### config.mk
export PLATFORM = sky130hd
export DESIGN_NAME = binary_semaphore_table_flat
export DESIGN_NICKNAME = d
export VERILOG_FILES = /design/src/rtl/core/bst_pkg.sv /design/src/rtl/core/bst_in_if.sv /design/src/rtl/core/bst_out_if.sv /design/src/rtl/core/bst_ctrl.sv /design/src/rtl/core/bst_datapath.sv /design/src/rtl/core/binary_semaphore_table.sv /design/src/flat_wrapper.sv
export VERILOG_INCLUDE_DIRS = /design/src /design/src/rtl/core
export SDC_FILE = /design/constraint.sdc
export NUM_CORES = 1
export LEC_CHECK = 0
export ABC_CLOCK_PERIOD_IN_PS = 9600
export BUFFER_PORTS_ARGS = -buffer_cell sky130_fd_sc_hd__buf_2
export CAP_MARGIN = 20
export CORE_ASPECT_RATIO = 0.75
export CORE_MARGIN = 1.5
export CORE_UTILIZATION = 51
export DETAILED_ROUTE_END_ITERATION = 8
export HOLD_SLACK_MARGIN = 0.02
export PLACE_DENSITY = 0.67
export SETUP_SLACK_MARGIN = 0.5
export SYNTH_ARGS = -nofsm -noshare
export SYNTH_HDL_FRONTEND = slang
export SYNTH_SLANG_ARGS = --single-unit
### constraint.sdc
create_clock -name clk -period 9.6 [get_ports clk]
set_input_delay 1.44 -clock clk [delete_from_list [all_inputs] [get_ports clk]]
set_output_delay 1.44 -clock clk [all_outputs]
set_load 0.01 [all_outputs]
### src/rtl/core/assert_macros.svh
// Assertion macros used by the top level of the semaphore table
`ifndef ASSERT_MACROS_SVH
`define ASSERT_MACROS_SVH

// same-cycle implication, checked outside reset
`define BST_ASSERT_SAME(label, pre, post) \
  label: assert property (@(posedge clk) disable iff (!rst_n) (pre) |-> (post)) \
    else $error("assertion failed");

// next-cycle implication, checked outside reset
`define BST_ASSERT_NEXT(label, pre, post) \
  label: assert property (@(posedge clk) disable iff (!rst_n) (pre) |=> (post)) \
    else $error("assertion failed");

`endif

### src/rtl/core/bst_pkg.sv
// Types, codes and helpers for the binary semaphore table
package bst_pkg;

  localparam int GRP_W = 32;
  localparam int OFF_W = 5;

  typedef enum logic [1:0] {
    OP_ALLOC = 2'd0,
    OP_FREE  = 2'd1,
    OP_DOWN  = 2'd2,
    OP_UP    = 2'd3
  } op_t;

  typedef enum logic [1:0] {
    ST_OK          = 2'd0,
    ST_WOULD_BLOCK = 2'd1,
    ST_FULL        = 2'd2,
    ST_RANGE       = 2'd3
  } status_t;

  typedef struct packed {
    logic capture;
    logic exec;
  } cmd_t;

  // offset of the lowest clear bit in a group
  function automatic logic [OFF_W-1:0] first_zero(input logic [GRP_W-1:0] v);
    logic [OFF_W-1:0] r;
    r = '0;
    for (int i = GRP_W - 1; i >= 0; i--) begin
      if (!v[i]) begin
        r = OFF_W'(i);
      end
    end
    return r;
  endfunction

endpackage

### src/rtl/core/bst_in_if.sv
// Request channel of the semaphore table
interface bst_in_if;
  logic       valid;
  logic       ready;
  logic [1:0] operation;
  logic [7:0] sem_index;

  modport source (output valid, output operation, output sem_index, input ready);
  modport sink   (input valid, input operation, input sem_index, output ready);
endinterface

### src/rtl/core/bst_out_if.sv
// Result channel of the semaphore table
interface bst_out_if;
  logic       valid;
  logic       ready;
  logic [6:0] granted_index;
  logic [1:0] status;
  logic       wake_waiters;

  modport source (output valid, output granted_index, output status, output wake_waiters,
                  input ready);
  modport sink   (input valid, input granted_index, input status, input wake_waiters,
                  output ready);
endinterface

### src/rtl/core/bst_ctrl.sv
// Sequencing FSM: request capture, update step and result valid
module bst_ctrl (
  input  logic         clk,
  input  logic         rst_n,
  input  logic         in_valid,
  output logic         in_ready,
  output logic         out_valid,
  input  logic         out_ready,
  output bst_pkg::cmd_t cmd
);

  typedef enum logic {
    S_IDLE = 1'b0,
    S_EXEC = 1'b1
  } state_t;

  state_t state_r;
  logic   out_valid_r;
  logic   accept;

  assign in_ready    = (state_r == S_IDLE) && (!out_valid_r || out_ready);
  assign accept      = in_valid && in_ready;
  assign out_valid   = out_valid_r;
  assign cmd.capture = accept;
  assign cmd.exec    = (state_r == S_EXEC);

  always_ff @(posedge clk) begin
    if (!rst_n) begin
      state_r     <= S_IDLE;
      out_valid_r <= 1'b0;
    end else begin
      case (state_r)
        S_IDLE: begin
          if (out_ready) begin
            out_valid_r <= 1'b0;
          end
          if (accept) begin
            state_r <= S_EXEC;
          end
        end
        S_EXEC: begin
          out_valid_r <= 1'b1;
          state_r     <= S_IDLE;
        end
        default: begin
          state_r <= S_IDLE;
        end
      endcase
    end
  end

endmodule

### src/rtl/core/bst_datapath.sv
// Occupancy bits, free-search summaries, lock-bit memory and result register
module bst_datapath #(
  parameter int SEM_COUNT = 128
) (
  input  logic          clk,
  input  logic          rst_n,
  input  bst_pkg::cmd_t cmd,
  input  logic [1:0]    in_operation,
  input  logic [7:0]    in_sem_index,
  output logic [6:0]    out_granted_index,
  output logic [1:0]    out_status,
  output logic          out_wake_waiters
);

  localparam int IDX_W  = $clog2(SEM_COUNT);
  localparam int NGRP   = (SEM_COUNT + bst_pkg::GRP_W - 1) / bst_pkg::GRP_W;
  localparam int PAD    = NGRP * bst_pkg::GRP_W;
  localparam int GSEL_W = (NGRP > 1) ? $clog2(NGRP) : 1;
  localparam int CMP_W  = ((IDX_W > 8) ? IDX_W : 8) + 1;
  localparam int MEM_D  = 1 << IDX_W;

  logic [SEM_COUNT-1:0]        occ_r;
  logic [PAD-1:0]              occ_pad;
  logic [NGRP-1:0]             grp_free_r;
  logic [bst_pkg::OFF_W-1:0]   grp_off_r [NGRP];
  logic                        unl_mem [MEM_D];
  logic                        unl_rd_r;
  bst_pkg::op_t                op_r;
  logic [7:0]                  idx_r;
  logic [6:0]                  gi_r;
  bst_pkg::status_t            st_r;
  logic                        wk_r;

  logic [IDX_W-1:0]            rd_addr;
  logic [IDX_W-1:0]            idx_addr;
  logic                        idx_ok;
  logic [GSEL_W-1:0]           gsel;
  logic                        any_free;
  logic [IDX_W-1:0]            alloc_idx;
  logic                        occ_hit;

  logic                        occ_we;
  logic                        occ_wd;
  logic [IDX_W-1:0]            wr_addr;
  logic                        mem_we;
  logic                        mem_wd;
  logic [6:0]                  gi_nxt;
  bst_pkg::status_t            st_nxt;
  logic                        wk_nxt;

  // pad bits past the table read as occupied
  for (genvar i = 0; i < PAD; i++) begin : g_pad
    if (i < SEM_COUNT) begin : g_real
      assign occ_pad[i] = occ_r[i];
    end else begin : g_fill
      assign occ_pad[i] = 1'b1;
    end
  end

  always_ff @(posedge clk) begin
    if (!rst_n) begin
      grp_free_r <= '1;
      for (int g = 0; g < NGRP; g++) begin
        grp_off_r[g] <= '0;
      end
    end else begin
      for (int g = 0; g < NGRP; g++) begin
        grp_free_r[g] <= ~&occ_pad[g*bst_pkg::GRP_W +: bst_pkg::GRP_W];
        grp_off_r[g]  <= bst_pkg::first_zero(occ_pad[g*bst_pkg::GRP_W +: bst_pkg::GRP_W]);
      end
    end
  end

  always_comb begin
    gsel     = '0;
    any_free = 1'b0;
    for (int g = NGRP - 1; g >= 0; g--) begin
      if (grp_free_r[g]) begin
        any_free = 1'b1;
        gsel     = GSEL_W'(g);
      end
    end
  end

  assign alloc_idx = IDX_W'({gsel, grp_off_r[gsel]});
  assign rd_addr   = IDX_W'(in_sem_index);
  assign idx_addr  = IDX_W'(idx_r);
  assign idx_ok    = CMP_W'(idx_r) < CMP_W'(SEM_COUNT);
  assign occ_hit   = occ_r[idx_addr];

  always_comb begin
    occ_we  = 1'b0;
    occ_wd  = 1'b0;
    wr_addr = idx_addr;
    mem_we  = 1'b0;
    mem_wd  = 1'b0;
    gi_nxt  = '0;
    st_nxt  = bst_pkg::ST_OK;
    wk_nxt  = 1'b0;
    if (op_r == bst_pkg::OP_ALLOC) begin
      wr_addr = alloc_idx;
      if (any_free) begin
        occ_we = 1'b1;
        occ_wd = 1'b1;
        mem_we = 1'b1;
        mem_wd = 1'b1;
        gi_nxt = 7'(alloc_idx);
      end else begin
        st_nxt = bst_pkg::ST_FULL;
      end
    end else if (!idx_ok) begin
      st_nxt = bst_pkg::ST_RANGE;
    end else begin
      case (op_r)
        bst_pkg::OP_FREE: begin
          occ_we = 1'b1;
        end
        bst_pkg::OP_DOWN: begin
          if (occ_hit) begin
            if (unl_rd_r) begin
              mem_we = 1'b1;
            end else begin
              st_nxt = bst_pkg::ST_WOULD_BLOCK;
            end
          end
        end
        bst_pkg::OP_UP: begin
          if (occ_hit) begin
            mem_we = 1'b1;
            mem_wd = 1'b1;
            wk_nxt = 1'b1;
          end
        end
        default: begin
          st_nxt = bst_pkg::ST_OK;
        end
      endcase
    end
  end

  always_ff @(posedge clk) begin
    if (!rst_n) begin
      occ_r <= '0;
    end else if (cmd.exec && occ_we) begin
      occ_r[wr_addr] <= occ_wd;
    end
  end

  // lock bits: one read at capture, one write at update
  always_ff @(posedge clk) begin
    if (cmd.capture) begin
      unl_rd_r <= unl_mem[rd_addr];
    end
    if (cmd.exec && mem_we) begin
      unl_mem[wr_addr] <= mem_wd;
    end
  end

  always_ff @(posedge clk) begin
    if (cmd.capture) begin
      op_r  <= bst_pkg::op_t'(in_operation);
      idx_r <= in_sem_index;
    end
    if (cmd.exec) begin
      gi_r <= gi_nxt;
      st_r <= st_nxt;
      wk_r <= wk_nxt;
    end
  end

  assign out_granted_index = gi_r;
  assign out_status        = st_r;
  assign out_wake_waiters  = wk_r;

endmodule

### src/rtl/core/binary_semaphore_table.sv
// Binary semaphore table top level: alloc, free, try-down and up on SEM_COUNT entries.
// For each request, the accept cycle registers the request and reads the lock
// bit of the addressed entry from its single-port memory, and the following cycle finds
// the lowest free entry from registered per-32-entry occupancy summaries, updates the
// occupancy and lock bits and loads the result register. A new request is taken only
// after that update and while the result of the previous one has been taken or is taken
// in the same cycle. Lock bits are undefined until an alloc writes them; occupancy clears
// on reset with no clearing pass. Non-alloc ops on entries >= SEM_COUNT report out of range.
`include "assert_macros.svh"

module binary_semaphore_table #(
  parameter int SEM_COUNT = 128
) (
  input  logic      clk,
  input  logic      rst_n,
  bst_in_if.sink    in_ch,
  bst_out_if.source out_ch
);

  bst_pkg::cmd_t cmd;

  bst_ctrl u_ctrl (
    .clk       (clk),
    .rst_n     (rst_n),
    .in_valid  (in_ch.valid),
    .in_ready  (in_ch.ready),
    .out_valid (out_ch.valid),
    .out_ready (out_ch.ready),
    .cmd       (cmd)
  );

  bst_datapath #(
    .SEM_COUNT (SEM_COUNT)
  ) u_dp (
    .clk               (clk),
    .rst_n             (rst_n),
    .cmd               (cmd),
    .in_operation      (in_ch.operation),
    .in_sem_index      (in_ch.sem_index),
    .out_granted_index (out_ch.granted_index),
    .out_status        (out_ch.status),
    .out_wake_waiters  (out_ch.wake_waiters)
  );

  // busy during the update step
  `BST_ASSERT_NEXT(a_busy_after_accept, in_ch.valid && in_ch.ready, !in_ch.ready)
  // result is up once the update step that follows the request beat is done
  `BST_ASSERT_NEXT(a_result_follows, in_ch.valid && in_ch.ready, ##1 out_ch.valid)
  // failures carry no descriptor and no wake
  `BST_ASSERT_SAME(a_fail_fields, out_ch.valid && out_ch.status != bst_pkg::ST_OK,
                   out_ch.granted_index == 7'd0 && !out_ch.wake_waiters)

endmodule

### src/flat_wrapper.sv
// flat-port wrapper written by rule: the top's interface ports become plain ports
module binary_semaphore_table_flat 
#(
  parameter int SEM_COUNT = 128
)
  (clk, rst_n, in_ch_valid, in_ch_operation, in_ch_sem_index, in_ch_ready, out_ch_valid, out_ch_granted_index, out_ch_status, out_ch_wake_waiters, out_ch_ready);
  bst_in_if in_ch_i ();
  bst_out_if out_ch_i ();
  input  logic clk;
  input  logic rst_n;
  input wire logic [$bits(in_ch_i.valid)-1:0] in_ch_valid;
  input wire logic [$bits(in_ch_i.operation)-1:0] in_ch_operation;
  input wire logic [$bits(in_ch_i.sem_index)-1:0] in_ch_sem_index;
  output wire logic [$bits(in_ch_i.ready)-1:0] in_ch_ready;
  output wire logic [$bits(out_ch_i.valid)-1:0] out_ch_valid;
  output wire logic [$bits(out_ch_i.granted_index)-1:0] out_ch_granted_index;
  output wire logic [$bits(out_ch_i.status)-1:0] out_ch_status;
  output wire logic [$bits(out_ch_i.wake_waiters)-1:0] out_ch_wake_waiters;
  input wire logic [$bits(out_ch_i.ready)-1:0] out_ch_ready;
  assign in_ch_i.valid = in_ch_valid;
  assign in_ch_i.operation = in_ch_operation;
  assign in_ch_i.sem_index = in_ch_sem_index;
  assign in_ch_ready = in_ch_i.ready;
  assign out_ch_valid = out_ch_i.valid;
  assign out_ch_granted_index = out_ch_i.granted_index;
  assign out_ch_status = out_ch_i.status;
  assign out_ch_wake_waiters = out_ch_i.wake_waiters;
  assign out_ch_i.ready = out_ch_ready;
  binary_semaphore_table #(.SEM_COUNT(SEM_COUNT)) u_core (.clk(clk), .rst_n(rst_n), .in_ch(in_ch_i), .out_ch(out_ch_i));
endmodule
==> impl_metrics.csv <==
group,metric,value,unit
outcome,status,"completed",
yosys,synth.cell_area,14900,um^2
drt,antenna_left,0,
final_layout,final_util,56.4,%
worst_setup_path,critPathCaptureType,"flop",
yosys,synth_enable_flop_cells,149,
grt,grt_pass1_wl,70000,um
yosys,async_reset_ff_share,0,%
drt,num_vias,12266,
yosys,synthCells,1492,
sta,setup_viol,0,
yosys,ys_seq_elements,303,
run,drv_cap,0,
drt,drt_wl_total,46200,um
clock_network,ctsHoldBuffers,0,
worst_setup_path,critPathKind,"flop to flop",
yosys,seq_area_frac_synth,50.6,%
clock_network,numCtsBuffers,30,
sta,clock.fmax,213,MHz
grt,grt_pass1_vias,11533,
sta,period_share,48.8,%
yosys,synth.avg_cell_area,10.0,um^2
grt,grt_usage,30.6,%
worst_setup_path,cp.required,9900,ps
final_layout,fillers,2556,
clock_network,cts_tree,"built",
yosys,synth_nets,1506,
die,die_area,30300,um^2
drt,post-route-drc-count,0,
die,io_pins,26,
clock_network,cts_resized,0,
drt,drt_iter0_markers,1519,
worst_setup_path,arrival,4990,ps
placement,numPortBuffers,25,
final_layout,area_growth,9.34,%
grt,global_route.overflow_total,0,
placement,hpwlAfterDp,29600,um
die,initial_core_util,51.6,%
power_and_ir_drop,p_leak,5.04,nW
clock_network,cts.sinks,303,
clock_network,cts_root_buf,"clkbuf_16",
hold_path,hold_path_class,"flop to flop",
drt,routed_via_density,6.53,
grt,grt_antenna_before_repair,0,
clock_network,clk_pin_slew,70,ps
clock_network,cts_setup_buffers,0,
sta,maxSlewHeadroom,17.8,%
yosys,synth_cell_types,55,
die,rows,54,
final_layout,finalNonFillerCells,1877,
die,core-area,28900,um^2
power_and_ir_drop,powerDensity,173,nW/um^2
hold_path,min-delay-start,"u_core.u_dp.occ_pad[91]$_SDFFE_PN0P_",
sta,postLayoutSetupSlackWorst,4910,ps
placement,dp_slack,5000,ps
die,die_w,201,um
drt,wl_per_cell,24.6,um
sta,drv_slew,0,
worst_setup_path,worstSetupStartpoint,"u_core.u_dp.idx_r[2]$_DFFE_PP_",
sta,worstMarginPinSlew,1230,ps
placement,globalplace.congestion,0.932,
power_and_ir_drop,p_total,2.82,mW
sta,rsz0062_at_grt,"false",
clock_network,h-tree-depth,1,
sta,hold_viol,0,
die,die_y,151,um
yosys,yosys_warnings,0,
sta,tns,0,ps
power_and_ir_drop,peakVddDrop,0.000115,V
final_layout,drive_above_1_share,14.6,%
grt,grt_max_degree,129,
final_layout,final_nets,1473,
worst_setup_path,r2r_start,"u_core.u_dp.idx_r[2]$_DFFE_PP_",
yosys,synthFlopType,"dfxtp_1",
worst_setup_path,path_max_fanout,67,
sta,min_period,4690,ps
clock_network,cts_buffer_depth,3,
placement,dp.cells,1818,
sta,clock_skew,21.7,ps
clock_network,insertion_delay,580,ps
worst_setup_path,cp-start-kind,"flop",
drt,first_pass_iters,6,
## layer usage
layer  track usage [%]  share of wire [%]  vias up
li1                  -                  -     5469
met1              43.5                 43     5990
met2              46.5                 44      696
met3              6.93                 10      111
met4              10.4                3.1        0
met5                 0                  0        -
## critical path: stages (launching register included)
cell	delay, ps
edfxtp_1	330
buf_4	570
mux4_2	570
nand2b_1	160
a32o_1	250
o31a_1	260
or4_4	550
a32oi_4	170
buf_4	450
buf_4	660
or2_1	270
nor2_1	80
## sequential cells by signal, summed over array words and instances, names as in the netlist
name                           cells
u_core.u_ctrl.out_valid            1
u_core.u_ctrl.state_r              1
u_core.u_dp.grp_free_r             4
u_core.u_dp.grp_off_r             20
u_core.u_dp.idx_r                  8
u_core.u_dp.occ_pad              128
u_core.u_dp.op_r                   2
u_core.u_dp.out_granted_index      7
u_core.u_dp.out_status             2
u_core.u_dp.out_wake_waiters       1
u_core.u_dp.unl_mem              128
u_core.u_dp.unl_rd_r               1
## cells by family (layout without fill, tap and decap cells)
group / Yosys count / after routing / share of synthesized area (%)
AOI/OAI and AO/OA: 370 / 370 / 15.7
buffers and inverters: 145 / 136 / 4.32
DFF: 303 / 303 / 50.6
muxes: 96 / 96 / 12.1
other: 0 / 2 / 0
and+or+nand+nor: 578 / 578 / 17.3
## layout make-up
class	instances	area [um^2]	share of cell area [%]
repair buffers	41	283	1.73
flip-flops and latches	303	7560	46.3
diodes	2	5.00	0.0307
multi-input cells	1044	6760	41.4
clock buffers	39	900	5.51
inverters	39	146	0.897
clock inverters	17	176	1.08
well taps	392	490	3.01
## path summary, 6_finish.rpt
| kind | to | slack, ps | cells past startpoint |
|---|---|---|---|
| max | u_core.u_dp.unl_mem[18]$_DFFE_PP_ | 4910 | 11 |
| min | u_core.u_dp.occ_pad[91]$_SDFFE_PN0P_ | 510 | 2 |
| max reg2reg | u_core.u_dp.unl_mem[18]$_DFFE_PP_ | 4910 | 11 |
| min reg2reg | u_core.u_dp.occ_pad[91]$_SDFFE_PN0P_ | 510 | 2 |
## where the power goes
part	internal (mW)	switching [mW]	leakage, nW
sequential	1.36	0.0105	2.60
combinational	0.0526	0.123	1.90
clock	0.744	0.529	0.539
## through the flow
stage | hold slack (ps) | area (um^2)
after floorplan | 449 | 14900
after global placement | 479 | 15200
after detailed placement | 488 | 15200
after CTS | 499 | 16300
after global routing | 527 | 16300
final | 511 | 16300
## cells in the mapped netlist, types with 3 or more instances
cell type	number	area, um^2
buf_6	11	124
mux4_2	67	1510
a21oi_1	112	561
nand4_1	19	119
inv_1	39	146
a22oi_1	4	30.0
dfxtp_1	154	3080
nor2b_1	10	62.6
o211ai_1	18	135
o221a_2	34	383
o21a_1	4	30.0
or2_2	6	37.5
nor4_1	3	18.8
buf_1	6	22.5
and2_1	8	50.1
o21ai_0	113	566
clkbuf_1	79	297
a221oi_1	3	26.3
or3_1	11	68.8
a31o_2	6	52.6
nand3_1	28	140
a31oi_1	32	200
o31ai_1	14	105
mux2i_1	29	290
and3_1	5	31.3
nand2_1	125	469
nor3b_1	6	45.0
nor3_1	91	455
edfxtp_1	149	4470
a21boi_0	9	67.6
and3b_1	3	26.3
buf_2	8	40.0
nor2_1	242	908
nand2b_1	15	93.8
## cell usage in the layout (no fill, tap or decap), types with 14 or more instances in the layout
| cell | instances |
|---|---|
| nor3_1 | 91 |
| a31oi_1 | 32 |
| nand3_1 | 28 |
| mux2i_1 | 29 |
| nor2_1 | 235 |
| inv_1 | 39 |
| dfxtp_1 | 154 |
| buf_2 | 24 |
| o221a_2 | 34 |
| nand2_1 | 125 |
| a21oi_1 | 112 |
| mux4_2 | 67 |
| o21ai_0 | 113 |
| nand4_1 | 19 |
| nand2b_1 | 15 |
| o211ai_1 | 18 |
| clkbuf_16 | 34 |
| edfxtp_1 | 149 |
| o31ai_1 | 14 |
(Power assumes the default switching activity.)
